$ cat src/rtl/lshs_pkg.sv
// shared types, constants and widths of the link stop-handshake supervisor
package lshs_pkg;

    // sequence counter width, 8 to 32
    localparam int SEQ_BITS = 16;
    // width used to compare a received ack sequence with the pending one
    localparam int SEQ_CMP_BITS = (SEQ_BITS > 16) ? SEQ_BITS : 16;

    localparam int REQ_TYPE_BITS = 3;
    localparam int CFG_INDEX_BITS = 3;

    // request types
    localparam logic [REQ_TYPE_BITS-1:0] REQ_TICK   = 3'd0;
    localparam logic [REQ_TYPE_BITS-1:0] REQ_ACK    = 3'd1;
    localparam logic [REQ_TYPE_BITS-1:0] REQ_STATUS = 3'd2;
    localparam logic [REQ_TYPE_BITS-1:0] REQ_FAULT  = 3'd3;
    localparam logic [REQ_TYPE_BITS-1:0] REQ_STOP   = 3'd4;

    // frame kinds
    localparam logic [1:0] FRAME_STOP       = 2'd0;
    localparam logic [1:0] FRAME_HEARTBEAT  = 2'd1;
    localparam logic [1:0] FRAME_STATUS_REQ = 2'd2;

    // configuration register indexes
    localparam logic [CFG_INDEX_BITS-1:0] CFG_STOP_RETRY     = 3'd0;
    localparam logic [CFG_INDEX_BITS-1:0] CFG_HEARTBEAT      = 3'd1;
    localparam logic [CFG_INDEX_BITS-1:0] CFG_STATUS_REQUEST = 3'd2;
    localparam logic [CFG_INDEX_BITS-1:0] CFG_RESP_TIMEOUT   = 3'd3;
    localparam logic [CFG_INDEX_BITS-1:0] CFG_STATUS_FRESH   = 3'd4;

    // configuration reset values
    localparam logic [15:0] STOP_RETRY_RESET     = 16'd250;
    localparam logic [15:0] HEARTBEAT_RESET      = 16'd500;
    localparam logic [15:0] STATUS_REQUEST_RESET = 16'd1000;
    localparam logic [15:0] RESP_TIMEOUT_RESET   = 16'd1200;
    localparam logic [15:0] STATUS_FRESH_RESET   = 16'd500;

    typedef logic [SEQ_BITS-1:0] t_seq;

    typedef struct packed {
        logic [15:0] stop_retry_ms;
        logic [15:0] heartbeat_ms;
        logic [15:0] status_request_ms;
        logic [15:0] response_timeout_ms;
        logic [15:0] status_fresh_ms;
    } t_cfg;

    typedef struct packed {
        t_seq        control_seq;
        t_seq        aux_seq;
        t_seq        pending_stop_seq;
        logic [31:0] next_stop_time;
        logic [31:0] next_heartbeat_time;
        logic [31:0] next_status_req_time;
        logic [31:0] last_response_time;
        logic [31:0] stop_ack_time;
        logic [31:0] status_time;
        logic [31:0] loss_count;
        logic [31:0] retry_count;
        logic        stop_acked;
        logic        link_up;
        logic        status_valid;
        logic        status_zero_drive;
        logic        first_stop;
    } t_state;

    typedef struct packed {
        logic [1:0]  frame_kind;
        logic [15:0] frame_seq;
        logic        online;
        logic [31:0] link_losses;
        logic [31:0] stop_count;
        logic        last;
    } t_result;

endpackage

$ cat src/rtl/lshs_ifs.sv
// channel interfaces of the link stop-handshake supervisor

interface lshs_req_if;
    import lshs_pkg::*;
    logic                     valid;
    logic                     ready;
    logic [REQ_TYPE_BITS-1:0] req_type;
    logic [31:0]              now_ms;
    logic [15:0]              ack_seq;
    logic                     ack_is_stop;
    logic                     ack_ok;
    logic signed [15:0]       left_pwm;
    logic signed [15:0]       right_pwm;

    modport source (output valid, req_type, now_ms, ack_seq, ack_is_stop, ack_ok,
                    left_pwm, right_pwm, input ready);
    modport sink (input valid, req_type, now_ms, ack_seq, ack_is_stop, ack_ok,
                  left_pwm, right_pwm, output ready);
endinterface

interface lshs_frm_if;
    logic        valid;
    logic        ready;
    logic [1:0]  frame_kind;
    logic [15:0] frame_seq;
    logic        online;
    logic [31:0] link_losses;
    logic [31:0] stop_count;
    logic        last;

    modport source (output valid, frame_kind, frame_seq, online, link_losses,
                    stop_count, last, input ready);
    modport sink (input valid, frame_kind, frame_seq, online, link_losses,
                  stop_count, last, output ready);
endinterface

interface lshs_cfg_if;
    import lshs_pkg::*;
    logic                      valid;
    logic                      ready;
    logic [CFG_INDEX_BITS-1:0] index;
    logic [15:0]               data;

    modport source (output valid, index, data, input ready);
    modport sink (input valid, index, data, output ready);
endinterface

$ cat src/rtl/link_stop_handshake_supervisor.sv
// link stop-handshake supervisor: event processing, deadlines and frame queue
//
// usage
//   i_req carries one event word per handshake: tick, ack, status report,
//   receive fault or stop request, each stamped with a millisecond time.
//   o_frm carries the frames a tick calls for (STOP retry while offline,
//   heartbeat and status request while online), up to two per tick, with
//   last set on the final frame of that tick.  acks, status reports, faults
//   and stop requests only update state and give no frame.
//   i_cfg writes the five interval registers; it is always ready and must
//   only be used while the block is idle.
// timing
//   an event is taken when valid meets ready; its frames go into the frame
//   queue and leave on o_frm, one frame word per cycle while o_frm is ready.
//   i_req takes one event per cycle while the four-entry frame queue has room
//   for two more frames, bounded by one frame per cycle on o_frm.
// reset and stall
//   i_rst_n low clears the handshake state, counters, queue and loads the
//   interval defaults; the first offline tick after reset always sends STOP.
//   when the receiver stalls, frames wait in the queue and i_req drops ready
//   once fewer than two queue slots are free.
module link_stop_handshake_supervisor (
    input  logic       i_clk,
    input  logic       i_rst_n,
    lshs_req_if.sink   i_req,
    lshs_frm_if.source o_frm,
    lshs_cfg_if.sink   i_cfg
);
    import lshs_pkg::*;

    localparam int QUEUE_DEPTH = 4;
    localparam int PTR_BITS    = $clog2(QUEUE_DEPTH);
    localparam int CNT_BITS    = $clog2(QUEUE_DEPTH + 1);

    // handshake state after reset: control and pending STOP sequences at one, first STOP pending
    localparam t_state STATE_RESET = '{
        control_seq:      SEQ_BITS'(1),
        pending_stop_seq: SEQ_BITS'(1),
        first_stop:       1'b1,
        default:          '0
    };

    // wrap-safe "time now is at or past when"
    function automatic logic f_reached(logic [31:0] now, logic [31:0] when);
        logic [31:0] diff;
        diff = now - when;
        return ~diff[31];
    endfunction

    // drop the link and start a new STOP handshake
    function automatic t_state f_restart(t_state s, logic [31:0] now, logic count_loss);
        t_state r;
        r = s;
        r.link_up          = 1'b0;
        r.stop_acked       = 1'b0;
        r.stop_ack_time    = '0;
        r.control_seq      = s.control_seq + SEQ_BITS'(1);
        r.pending_stop_seq = s.control_seq + SEQ_BITS'(1);
        r.next_stop_time   = now;
        r.status_valid     = 1'b0;
        if (count_loss) begin
            r.loss_count = s.loss_count + 32'd1;
        end
        return r;
    endfunction

    t_cfg    r_cfg;
    t_state  r_s, n_s;

    // frame queue
    t_result r_queue [QUEUE_DEPTH];
    logic [PTR_BITS-1:0] r_wr_ptr, r_rd_ptr;
    logic [CNT_BITS-1:0] r_count;

    t_result     n_res [2];
    logic [1:0]  n_push;
    logic [1:0]  n_kind [2];
    t_seq        n_seq [2];
    logic        w_req_fire, w_frm_fire;
    logic [31:0] w_now;
    logic [31:0] w_status_age, w_silence;

    assign i_req.ready = (r_count <= CNT_BITS'(QUEUE_DEPTH - 2));
    assign i_cfg.ready = 1'b1;
    assign w_req_fire  = i_req.valid & i_req.ready;
    assign w_frm_fire  = o_frm.valid & o_frm.ready;
    assign w_now       = i_req.now_ms;

    assign o_frm.valid       = (r_count != '0);
    assign o_frm.frame_kind  = r_queue[r_rd_ptr].frame_kind;
    assign o_frm.frame_seq   = r_queue[r_rd_ptr].frame_seq;
    assign o_frm.online      = r_queue[r_rd_ptr].online;
    assign o_frm.link_losses = r_queue[r_rd_ptr].link_losses;
    assign o_frm.stop_count  = r_queue[r_rd_ptr].stop_count;
    assign o_frm.last        = r_queue[r_rd_ptr].last;

    assign w_status_age = w_now - r_s.status_time;

    // event processing: next state and the frames of a tick
    always_comb begin
        n_s       = r_s;
        n_push    = 2'd0;
        n_kind[0] = FRAME_STOP;
        n_kind[1] = FRAME_STOP;
        n_seq[0]  = '0;
        n_seq[1]  = '0;
        w_silence = '0;
        if (w_req_fire) begin
            case (i_req.req_type)
                REQ_TICK: begin
                    // judge the latest status report
                    if (r_s.status_valid && (w_status_age <= {16'd0, r_cfg.status_fresh_ms})) begin
                        n_s.last_response_time = r_s.status_time;
                        if (r_s.stop_acked && f_reached(r_s.status_time, r_s.stop_ack_time)
                                && r_s.status_zero_drive) begin
                            n_s.link_up = 1'b1;
                        end else if (r_s.link_up) begin
                            n_s = f_restart(n_s, w_now, 1'b1);
                        end
                    end else if (r_s.link_up) begin
                        n_s = f_restart(n_s, w_now, 1'b1);
                    end
                    // silence after the STOP ack
                    w_silence = w_now - n_s.last_response_time;
                    if (n_s.stop_acked && (w_silence > {16'd0, r_cfg.response_timeout_ms})) begin
                        n_s = f_restart(n_s, w_now, 1'b1);
                    end
                    if (!n_s.link_up) begin
                        if (n_s.first_stop || f_reached(w_now, n_s.next_stop_time)) begin
                            n_kind[0]          = FRAME_STOP;
                            n_seq[0]           = n_s.pending_stop_seq;
                            n_push             = 2'd1;
                            n_s.retry_count    = n_s.retry_count + 32'd1;
                            n_s.next_stop_time = w_now + {16'd0, r_cfg.stop_retry_ms};
                            n_s.first_stop     = 1'b0;
                        end
                    end else begin
                        if (f_reached(w_now, n_s.next_heartbeat_time)) begin
                            n_kind[0]               = FRAME_HEARTBEAT;
                            n_seq[0]                = n_s.aux_seq;
                            n_push                  = 2'd1;
                            n_s.aux_seq             = n_s.aux_seq + SEQ_BITS'(1);
                            n_s.next_heartbeat_time = w_now + {16'd0, r_cfg.heartbeat_ms};
                        end
                        if (f_reached(w_now, n_s.next_status_req_time)) begin
                            n_kind[n_push[0]]        = FRAME_STATUS_REQ;
                            n_seq[n_push[0]]         = n_s.aux_seq;
                            n_push                   = n_push + 2'd1;
                            n_s.aux_seq              = n_s.aux_seq + SEQ_BITS'(1);
                            n_s.next_status_req_time = w_now + {16'd0, r_cfg.status_request_ms};
                        end
                    end
                end
                REQ_ACK: begin
                    n_s.last_response_time = w_now;
                    if (!r_s.stop_acked
                            && (SEQ_CMP_BITS'(i_req.ack_seq) == SEQ_CMP_BITS'(r_s.pending_stop_seq))
                            && i_req.ack_is_stop && i_req.ack_ok) begin
                        n_s.stop_acked           = 1'b1;
                        n_s.stop_ack_time        = w_now;
                        n_s.next_heartbeat_time  = w_now;
                        n_s.next_status_req_time = w_now;
                    end
                end
                REQ_STATUS: begin
                    n_s.status_valid      = 1'b1;
                    n_s.status_time       = w_now;
                    n_s.status_zero_drive = (i_req.left_pwm == 16'sd0)
                                            && (i_req.right_pwm == 16'sd0);
                end
                REQ_FAULT: begin
                    n_s = f_restart(r_s, w_now, 1'b1);
                end
                REQ_STOP: begin
                    n_s = f_restart(r_s, w_now, 1'b0);
                end
                default: begin
                    // unused request codes are dropped
                end
            endcase
        end
        // every frame of a tick reports the state after the whole tick
        for (int k = 0; k < 2; k++) begin
            n_res[k].frame_kind  = n_kind[k];
            n_res[k].frame_seq   = 16'(n_seq[k]);
            n_res[k].online      = n_s.link_up;
            n_res[k].link_losses = n_s.loss_count;
            n_res[k].stop_count  = n_s.retry_count;
            n_res[k].last        = (n_push == 2'(k + 1));
        end
    end

    // state, configuration and queue control
    always_ff @(posedge i_clk) begin
        if (!i_rst_n) begin
            r_cfg.stop_retry_ms       <= STOP_RETRY_RESET;
            r_cfg.heartbeat_ms        <= HEARTBEAT_RESET;
            r_cfg.status_request_ms   <= STATUS_REQUEST_RESET;
            r_cfg.response_timeout_ms <= RESP_TIMEOUT_RESET;
            r_cfg.status_fresh_ms     <= STATUS_FRESH_RESET;
            r_s                       <= STATE_RESET;
            r_wr_ptr                  <= '0;
            r_rd_ptr                  <= '0;
            r_count                   <= '0;
        end else begin
            if (i_cfg.valid && i_cfg.ready) begin
                case (i_cfg.index)
                    CFG_STOP_RETRY:     r_cfg.stop_retry_ms       <= i_cfg.data;
                    CFG_HEARTBEAT:      r_cfg.heartbeat_ms        <= i_cfg.data;
                    CFG_STATUS_REQUEST: r_cfg.status_request_ms   <= i_cfg.data;
                    CFG_RESP_TIMEOUT:   r_cfg.response_timeout_ms <= i_cfg.data;
                    CFG_STATUS_FRESH:   r_cfg.status_fresh_ms     <= i_cfg.data;
                    default: begin
                        // writes beyond the register list are ignored
                    end
                endcase
            end
            r_s      <= n_s;
            r_wr_ptr <= r_wr_ptr + PTR_BITS'(n_push);
            if (w_frm_fire) begin
                r_rd_ptr <= r_rd_ptr + PTR_BITS'(1);
            end
            r_count <= r_count + CNT_BITS'(n_push) - CNT_BITS'(w_frm_fire);
        end
    end

    // queue storage
    always_ff @(posedge i_clk) begin
        if (n_push != 2'd0) begin
            r_queue[r_wr_ptr] <= n_res[0];
        end
        if (n_push == 2'd2) begin
            r_queue[r_wr_ptr + PTR_BITS'(1)] <= n_res[1];
        end
    end

endmodule

$ cat src/flat_wrapper.sv
// flat-port wrapper written by rule: the top's interface ports become plain ports
module link_stop_handshake_supervisor_flat import lshs_pkg::*;
  (i_clk, i_rst_n, i_req_valid, i_req_req_type, i_req_now_ms, i_req_ack_seq, i_req_ack_is_stop, i_req_ack_ok, i_req_left_pwm, i_req_right_pwm, i_req_ready, o_frm_valid, o_frm_frame_kind, o_frm_frame_seq, o_frm_online, o_frm_link_losses, o_frm_stop_count, o_frm_last, o_frm_ready, i_cfg_valid, i_cfg_index, i_cfg_data, i_cfg_ready);
  lshs_req_if i_req_i ();
  lshs_frm_if o_frm_i ();
  lshs_cfg_if i_cfg_i ();
  input  logic i_clk;
  input  logic i_rst_n;
  input wire logic [$bits(i_req_i.valid)-1:0] i_req_valid;
  input wire logic [$bits(i_req_i.req_type)-1:0] i_req_req_type;
  input wire logic [$bits(i_req_i.now_ms)-1:0] i_req_now_ms;
  input wire logic [$bits(i_req_i.ack_seq)-1:0] i_req_ack_seq;
  input wire logic [$bits(i_req_i.ack_is_stop)-1:0] i_req_ack_is_stop;
  input wire logic [$bits(i_req_i.ack_ok)-1:0] i_req_ack_ok;
  input wire logic [$bits(i_req_i.left_pwm)-1:0] i_req_left_pwm;
  input wire logic [$bits(i_req_i.right_pwm)-1:0] i_req_right_pwm;
  output wire logic [$bits(i_req_i.ready)-1:0] i_req_ready;
  output wire logic [$bits(o_frm_i.valid)-1:0] o_frm_valid;
  output wire logic [$bits(o_frm_i.frame_kind)-1:0] o_frm_frame_kind;
  output wire logic [$bits(o_frm_i.frame_seq)-1:0] o_frm_frame_seq;
  output wire logic [$bits(o_frm_i.online)-1:0] o_frm_online;
  output wire logic [$bits(o_frm_i.link_losses)-1:0] o_frm_link_losses;
  output wire logic [$bits(o_frm_i.stop_count)-1:0] o_frm_stop_count;
  output wire logic [$bits(o_frm_i.last)-1:0] o_frm_last;
  input wire logic [$bits(o_frm_i.ready)-1:0] o_frm_ready;
  input wire logic [$bits(i_cfg_i.valid)-1:0] i_cfg_valid;
  input wire logic [$bits(i_cfg_i.index)-1:0] i_cfg_index;
  input wire logic [$bits(i_cfg_i.data)-1:0] i_cfg_data;
  output wire logic [$bits(i_cfg_i.ready)-1:0] i_cfg_ready;
  assign i_req_i.valid = i_req_valid;
  assign i_req_i.req_type = i_req_req_type;
  assign i_req_i.now_ms = i_req_now_ms;
  assign i_req_i.ack_seq = i_req_ack_seq;
  assign i_req_i.ack_is_stop = i_req_ack_is_stop;
  assign i_req_i.ack_ok = i_req_ack_ok;
  assign i_req_i.left_pwm = i_req_left_pwm;
  assign i_req_i.right_pwm = i_req_right_pwm;
  assign i_req_ready = i_req_i.ready;
  assign o_frm_valid = o_frm_i.valid;
  assign o_frm_frame_kind = o_frm_i.frame_kind;
  assign o_frm_frame_seq = o_frm_i.frame_seq;
  assign o_frm_online = o_frm_i.online;
  assign o_frm_link_losses = o_frm_i.link_losses;
  assign o_frm_stop_count = o_frm_i.stop_count;
  assign o_frm_last = o_frm_i.last;
  assign o_frm_i.ready = o_frm_ready;
  assign i_cfg_i.valid = i_cfg_valid;
  assign i_cfg_i.index = i_cfg_index;
  assign i_cfg_i.data = i_cfg_data;
  assign i_cfg_ready = i_cfg_i.ready;
  link_stop_handshake_supervisor u_core (.i_clk(i_clk), .i_rst_n(i_rst_n), .i_req(i_req_i), .o_frm(o_frm_i), .i_cfg(i_cfg_i));
endmodule
$ cat config.mk
export PLATFORM = sky130hd
export DESIGN_NAME = link_stop_handshake_supervisor_flat
export DESIGN_NICKNAME = d
export VERILOG_FILES = /design/src/rtl/lshs_pkg.sv /design/src/rtl/lshs_ifs.sv /design/src/rtl/link_stop_handshake_supervisor.sv /design/src/flat_wrapper.sv
export SDC_FILE = /design/constraint.sdc
export NUM_CORES = 2
export LEC_CHECK = 0
export BUFFER_PORTS_ARGS = -buffer_cell sky130_fd_sc_hd__buf_2
export CORE_MARGIN = 3
export CORE_UTILIZATION = 35
export DETAILED_ROUTE_END_ITERATION = 10
export PLACE_DENSITY_LB_ADDON = 0.1
export SETUP_SLACK_MARGIN = 0.05
export SLEW_MARGIN = 5
export SYNTH_ARGS = -nofsm -noshare
export SYNTH_HDL_FRONTEND = slang
export SYNTH_SLANG_ARGS = --single-unit
$ cat constraint.sdc
create_clock -name i_clk -period 24 [get_ports i_clk]
set_input_delay 2.4 -clock i_clk [delete_from_list [all_inputs] [get_ports i_clk]]
set_output_delay 2.4 -clock i_clk [all_outputs]
set_load 0.02 [all_outputs]
==> flow_summary.html <==
<table>
<tr><th>Metric</th><th>Value</th></tr>
<tr><th colspan="2">Run status</th></tr>
<tr><td>Run status</td><td>complete, no violations</td></tr>
<tr><th colspan="2">STA</th></tr>
<tr><td>Final critical-path share of the clock period</td><td>0.807</td></tr>
<tr><td>Transition time of the tightest slew-check pin</td><td>1.23 ns</td></tr>
<tr><td>Final WS setup</td><td>4.64 ns</td></tr>
<tr><td>Maximum clock frequency</td><td>51.6 MHz</td></tr>
<tr><td>Minimum clock period after layout</td><td>19.36 ns</td></tr>
<tr><td>Normalized max-slew margin</td><td>0.158</td></tr>
<tr><td>Skew final</td><td>0.0664 ns</td></tr>
<tr><td>Final-report setup violation count</td><td>0</td></tr>
<tr><td>Setup total negative slack</td><td>0 ns</td></tr>
<tr><td>Final-report max-slew violation count</td><td>0</td></tr>
<tr><td>Setup repair after global routing missed its margin</td><td>no</td></tr>
<tr><td>Final number of hold-violating endpoints</td><td>0</td></tr>
<tr><th colspan="2">Die</th></tr>
<tr><td>Core ar.</td><td>130000 um^2</td></tr>
<tr><td>Height of the die</td><td>369 um</td></tr>
<tr><td>Chip Width</td><td>369 um</td></tr>
<tr><td>I/O pin count</td><td>a little under 200</td></tr>
<tr><td>Effective utilization at floorplan</td><td>0.354</td></tr>
<tr><td>Number of rows created at floorplan</td><td>132</td></tr>
<tr><td>Die area</td><td>136000 um^2</td></tr>
<tr><th colspan="2">Yosys</th></tr>
<tr><td>Simple-gate share of the synthesized area</td><td>0.197</td></tr>
<tr><td>Synthesized-area fraction occupied by ao, oa, aoi and oai cells</td><td>0.184</td></tr>
<tr><td>Proportion of synthesized flip-flops having asynchronous set or reset</td><td>0</td></tr>
<tr><td>Post-synth EDFFs</td><td>332</td></tr>
<tr><td>Share of the yosys chip area belonging to registers</td><td>0.391</td></tr>
<tr><td>Top_reg_cell synth</td><td>sky130_fd_sc_hd__dfxtp_1</td></tr>
<tr><td>Synth unique cells</td><td>94</td></tr>
<tr><td>Dominant combinational cell family by area after synthesis</td><td>simple AND/OR/NAND/NOR gates</td></tr>
<tr><td>Top cells by area, synth</td><td>sky130_fd_sc_hd__edfxtp_1, sky130_fd_sc_hd__dfxtp_1, sky130_fd_sc_hd__ha_1</td></tr>
<tr><td>Portion of synthesized cell area occupied by the leading cell type</td><td>0.216</td></tr>
<tr><td>Synthesized Nets</td><td>~5700</td></tr>
<tr><td>Cell area after synthesis</td><td>46100 um^2</td></tr>
<tr><td>Register bit count reported by yosys</td><td>734</td></tr>
<tr><td>Cells after Synth</td><td>5300</td></tr>
<tr><td>Post-synthesis mux area share</td><td>0.0569</td></tr>
<tr><td>Fraction of the mapped netlist area in adder cells</td><td>0.0775</td></tr>
<tr><td>Cell type contributing the most total cell area after synthesis</td><td>sky130_fd_sc_hd__edfxtp_1</td></tr>
<tr><td>Total of warnings raised by yosys</td><td>0</td></tr>
<tr><td>Average instance area after synthesis</td><td>8.69 um^2</td></tr>
<tr><td>Share of the synthesized netlist area taken by xor and xnor gates</td><td>0.0409</td></tr>
<tr><th colspan="2">Global route</th></tr>
<tr><td>Initial antenna violation count</td><td>7</td></tr>
<tr><td>Wire length of the first global-routing pass</td><td>242 mm</td></tr>
<tr><td>Total global-route track usage</td><td>0.229</td></tr>
<tr><td>GR Overflow Total</td><td>0</td></tr>
<tr><td>Number of global-route vias before repair</td><td>38391</td></tr>
<tr><td>Pin count of the biggest net entering global routing</td><td>95</td></tr>
<tr><th colspan="2">Route</th></tr>
<tr><td>Vias per cell</td><td>~5.5</td></tr>
<tr><td>Wirelength per Cell</td><td>22.4 um</td></tr>
<tr><td>Starting DRC count in detailed routing</td><td>3049</td></tr>
<tr><td>Final WL</td><td>159 mm</td></tr>
<tr><td>DRT antenna net count</td><td>0</td></tr>
<tr><td>Initial DRT Pass Iterations</td><td>6</td></tr>
<tr><td>Via count</td><td>39491</td></tr>
<tr><td>DRC violations left</td><td>0</td></tr>
<tr><th colspan="2">Clock network</th></tr>
<tr><td>Post_cts resized</td><td>0</td></tr>
<tr><td>Sink count of the clock tree</td><td>~730</td></tr>
<tr><td>Cts hold-fix bufs</td><td>0</td></tr>
<tr><td>Maximum number of buffers from clock root to sink</td><td>3</td></tr>
<tr><td>CTS buffer count</td><td>88</td></tr>
<tr><td>Root buffer selected by CTS</td><td>sky130_fd_sc_hd__clkbuf_16</td></tr>
<tr><td>CTS tree</td><td>built</td></tr>
<tr><td>Clock transition at path regs</td><td>around 0.06 ns</td></tr>
<tr><td>H-tree depth</td><td>3</td></tr>
<tr><td>Buffers inserted during post-CTS setup optimization</td><td>0</td></tr>
<tr><td>Clock latency of the later-clocked register in the worst-skew pair</td><td>0.73 ns</td></tr>
<tr><th colspan="2">Finish</th></tr>
<tr><td>Share of post-route cells with drive strength above 1</td><td>0.113</td></tr>
<tr><td>Total Nets Final</td><td>between 5000 and 6000</td></tr>
<tr><td>P&amp;R area growth vs syn</td><td>11.9%</td></tr>
<tr><th colspan="2">Place</th></tr>
<tr><td>Worst setup slack after placement</td><td>3.99 ns</td></tr>
<tr><td>Count of buffers from port buffering</td><td>around 190</td></tr>
<tr><td>Sum of net half-perimeters after detailed placement</td><td>111 mm</td></tr>
<tr><td>Global placement routability congestion</td><td>0.874</td></tr>
<tr><th colspan="2">Critical path</th></tr>
<tr><td>Arrival time reported for the critical path endpoint</td><td>19.71 ns</td></tr>
<tr><td>Crit path kind</td><td>input pin to flop</td></tr>
<tr><td>Largest stage delay on the critical path</td><td>between 0.7 and 0.8 ns</td></tr>
<tr><td>Crit path max-delay cell type</td><td>sky130_fd_sc_hd__buf_4</td></tr>
<tr><td>Dominant cell type by count on the critical path</td><td>sky130_fd_sc_hd__o21ai_0</td></tr>
<tr><td>Startpoint type of the worst setup path</td><td>input pin</td></tr>
<tr><td>Flop-to-flop setup slack</td><td>6.53 ns</td></tr>
<tr><td>Crit end category</td><td>flop</td></tr>
<tr><td>Peak fanout along the critical path</td><td>60</td></tr>
<tr><td>Required time at the endpoint of the critical path</td><td>24.34 ns</td></tr>
<tr><th colspan="2">Min path</th></tr>
<tr><td>Path class of the lowest-slack min-delay path</td><td>flop to flop</td></tr>
<tr><th colspan="2">Power</th></tr>
<tr><td>Maximum vdd ir drop</td><td>roughly 0.056 mV</td></tr>
<tr><td>Static Leak</td><td>roughly 18 nW</td></tr>
<tr><td>Total power density per cell area</td><td>67.5 nW/um^2</td></tr>
<tr><th colspan="2">Run</th></tr>
<tr><td>Maximum capacitance violations</td><td>0</td></tr>
</table>
==> area by class of cell <==
| class | count | area (um^2) |
|---|---|---|
| repair buffers | 269 | 1540 |
| fillers | 13315 | 78600 |
| well taps | 1742 | 2180 |
| multi-input cells | 3963 | 25800 |
| clock inverters | 45 | 566 |
| flip-flops and latches | 734 | 18000 |
| clock buffers | 116 | 2470 |
| inverters | 250 | 958 |
| diodes | 4 | 10.0 |
==> sequential cells by signal (all words and copies together), names as in the netlist, named ones only <==
signal           cells
u_core.r_queue     336
u_core.r_s         308
u_core.r_cfg        80
u_core.r_count       3
u_core.r_rd_ptr      2
u_core.r_wr_ptr      2
==> metrics by stage <==
step	instance area (um^2)	util	total power, mW	hold slack, ns	std cells
floorplan	46100	-	1.86	0.425	5300
global placement	48500	0.372	2.11	0.439	6958
detailed placement	48500	0.372	2.11	0.444	6958
CTS	51500	0.396	3.52	0.451	7119
global route	51500	0.396	3.63	0.470	7119
finish	51500	0.396	3.48	0.453	7123
==> final timing paths <==
kind / cells past startpoint / startpoint / to
max: 66 / i_req_now_ms[1] / u_core.r_queue[2][83]$_DFFE_PP_
min: 2 / u_core.r_cfg[15]$_SDFFE_PN0P_ / u_core.r_cfg[15]$_SDFFE_PN0P_
max reg2reg: 65 / u_core.r_s[69]$_SDFFE_PN0P_ / u_core.r_queue[2][83]$_DFFE_PP_
min reg2reg: 2 / u_core.r_cfg[15]$_SDFFE_PN0P_ / u_core.r_cfg[15]$_SDFFE_PN0P_
==> Yosys cell counts, types with 40 or more instances <==
cell and n:
sky130_fd_sc_hd__and3_1 68, sky130_fd_sc_hd__clkbuf_1 271, sky130_fd_sc_hd__inv_1 247, sky130_fd_sc_hd__nand2_1 660, sky130_fd_sc_hd__nor2b_1 40, sky130_fd_sc_hd__mux4_2 84, sky130_fd_sc_hd__o21ai_0 303, sky130_fd_sc_hd__nor2_1 626
sky130_fd_sc_hd__dfxtp_1 402, sky130_fd_sc_hd__edfxtp_1 332, sky130_fd_sc_hd__a21oi_1 416, sky130_fd_sc_hd__o211ai_1 52, sky130_fd_sc_hd__buf_2 44, sky130_fd_sc_hd__nand3_1 134, sky130_fd_sc_hd__xnor2_1 145, sky130_fd_sc_hd__nand4_1 72
sky130_fd_sc_hd__a31oi_1 55, sky130_fd_sc_hd__o22ai_1 63, sky130_fd_sc_hd__and2_1 62, sky130_fd_sc_hd__mux2i_1 64, sky130_fd_sc_hd__nor3_1 80, sky130_fd_sc_hd__ha_1 275, sky130_fd_sc_hd__a21o_1 89, sky130_fd_sc_hd__xor2_1 70
==> metal layers <==
metal  vias up  part of all wire  global-route usage
met5         -           0.00016                   0
met4         4             0.023              0.0561
met3       184             0.050              0.0303
met1     19186              0.46               0.316
met2       974              0.47               0.379
li1      19143                 -                   -
==> power breakdown <==
part | internal (mW) | leakage, nW | switching [mW] | total [mW]
Clock | 0.808 | 1.49 | 0.594 | 1.40
Combinational | 0.267 | 10.3 | 0.448 | 0.715
Sequential | 1.33 | 6.53 | 0.0350 | 1.36
Total | 2.40 | 18.3 | 1.08 | 3.48
==> cell families (layout without fill, tap and decap cells) <==
logic type,Yosys count,count (layout)
AND/OR/NAND/NOR,1962,1962
AO/OA/AOI/OAI,1347,1347
flip-flops,734,734
buffers and inverters,603,680
adder cells (fa/ha/maj),282,282
XOR/XNOR,215,215
multiplexers,156,156
other,1,5
==> cells in the final DEF, fill, tap and decap left out, drive strengths merged, types with 116 or more instances in the layout <==
master	count
nand2	660
nor2	626
a21oi	417
dfxtp	402
o21ai	334
edfxtp	332
ha	275
buf	269
inv	251
xnor2	145
nand3	134
clkbuf	116
==> critical path: cells and delay by family <==
kind,cells,cell delay [ns]
AOI/OAI and AO/OA,31,7.15
adders and majority gates,5,1.83
buffers and inverters,9,3.02
and+or+nand+nor,18,4.45
xor gates and xnor gates,2,0.26
muxes,1,0.30
(Power assumes the default switching activity.)
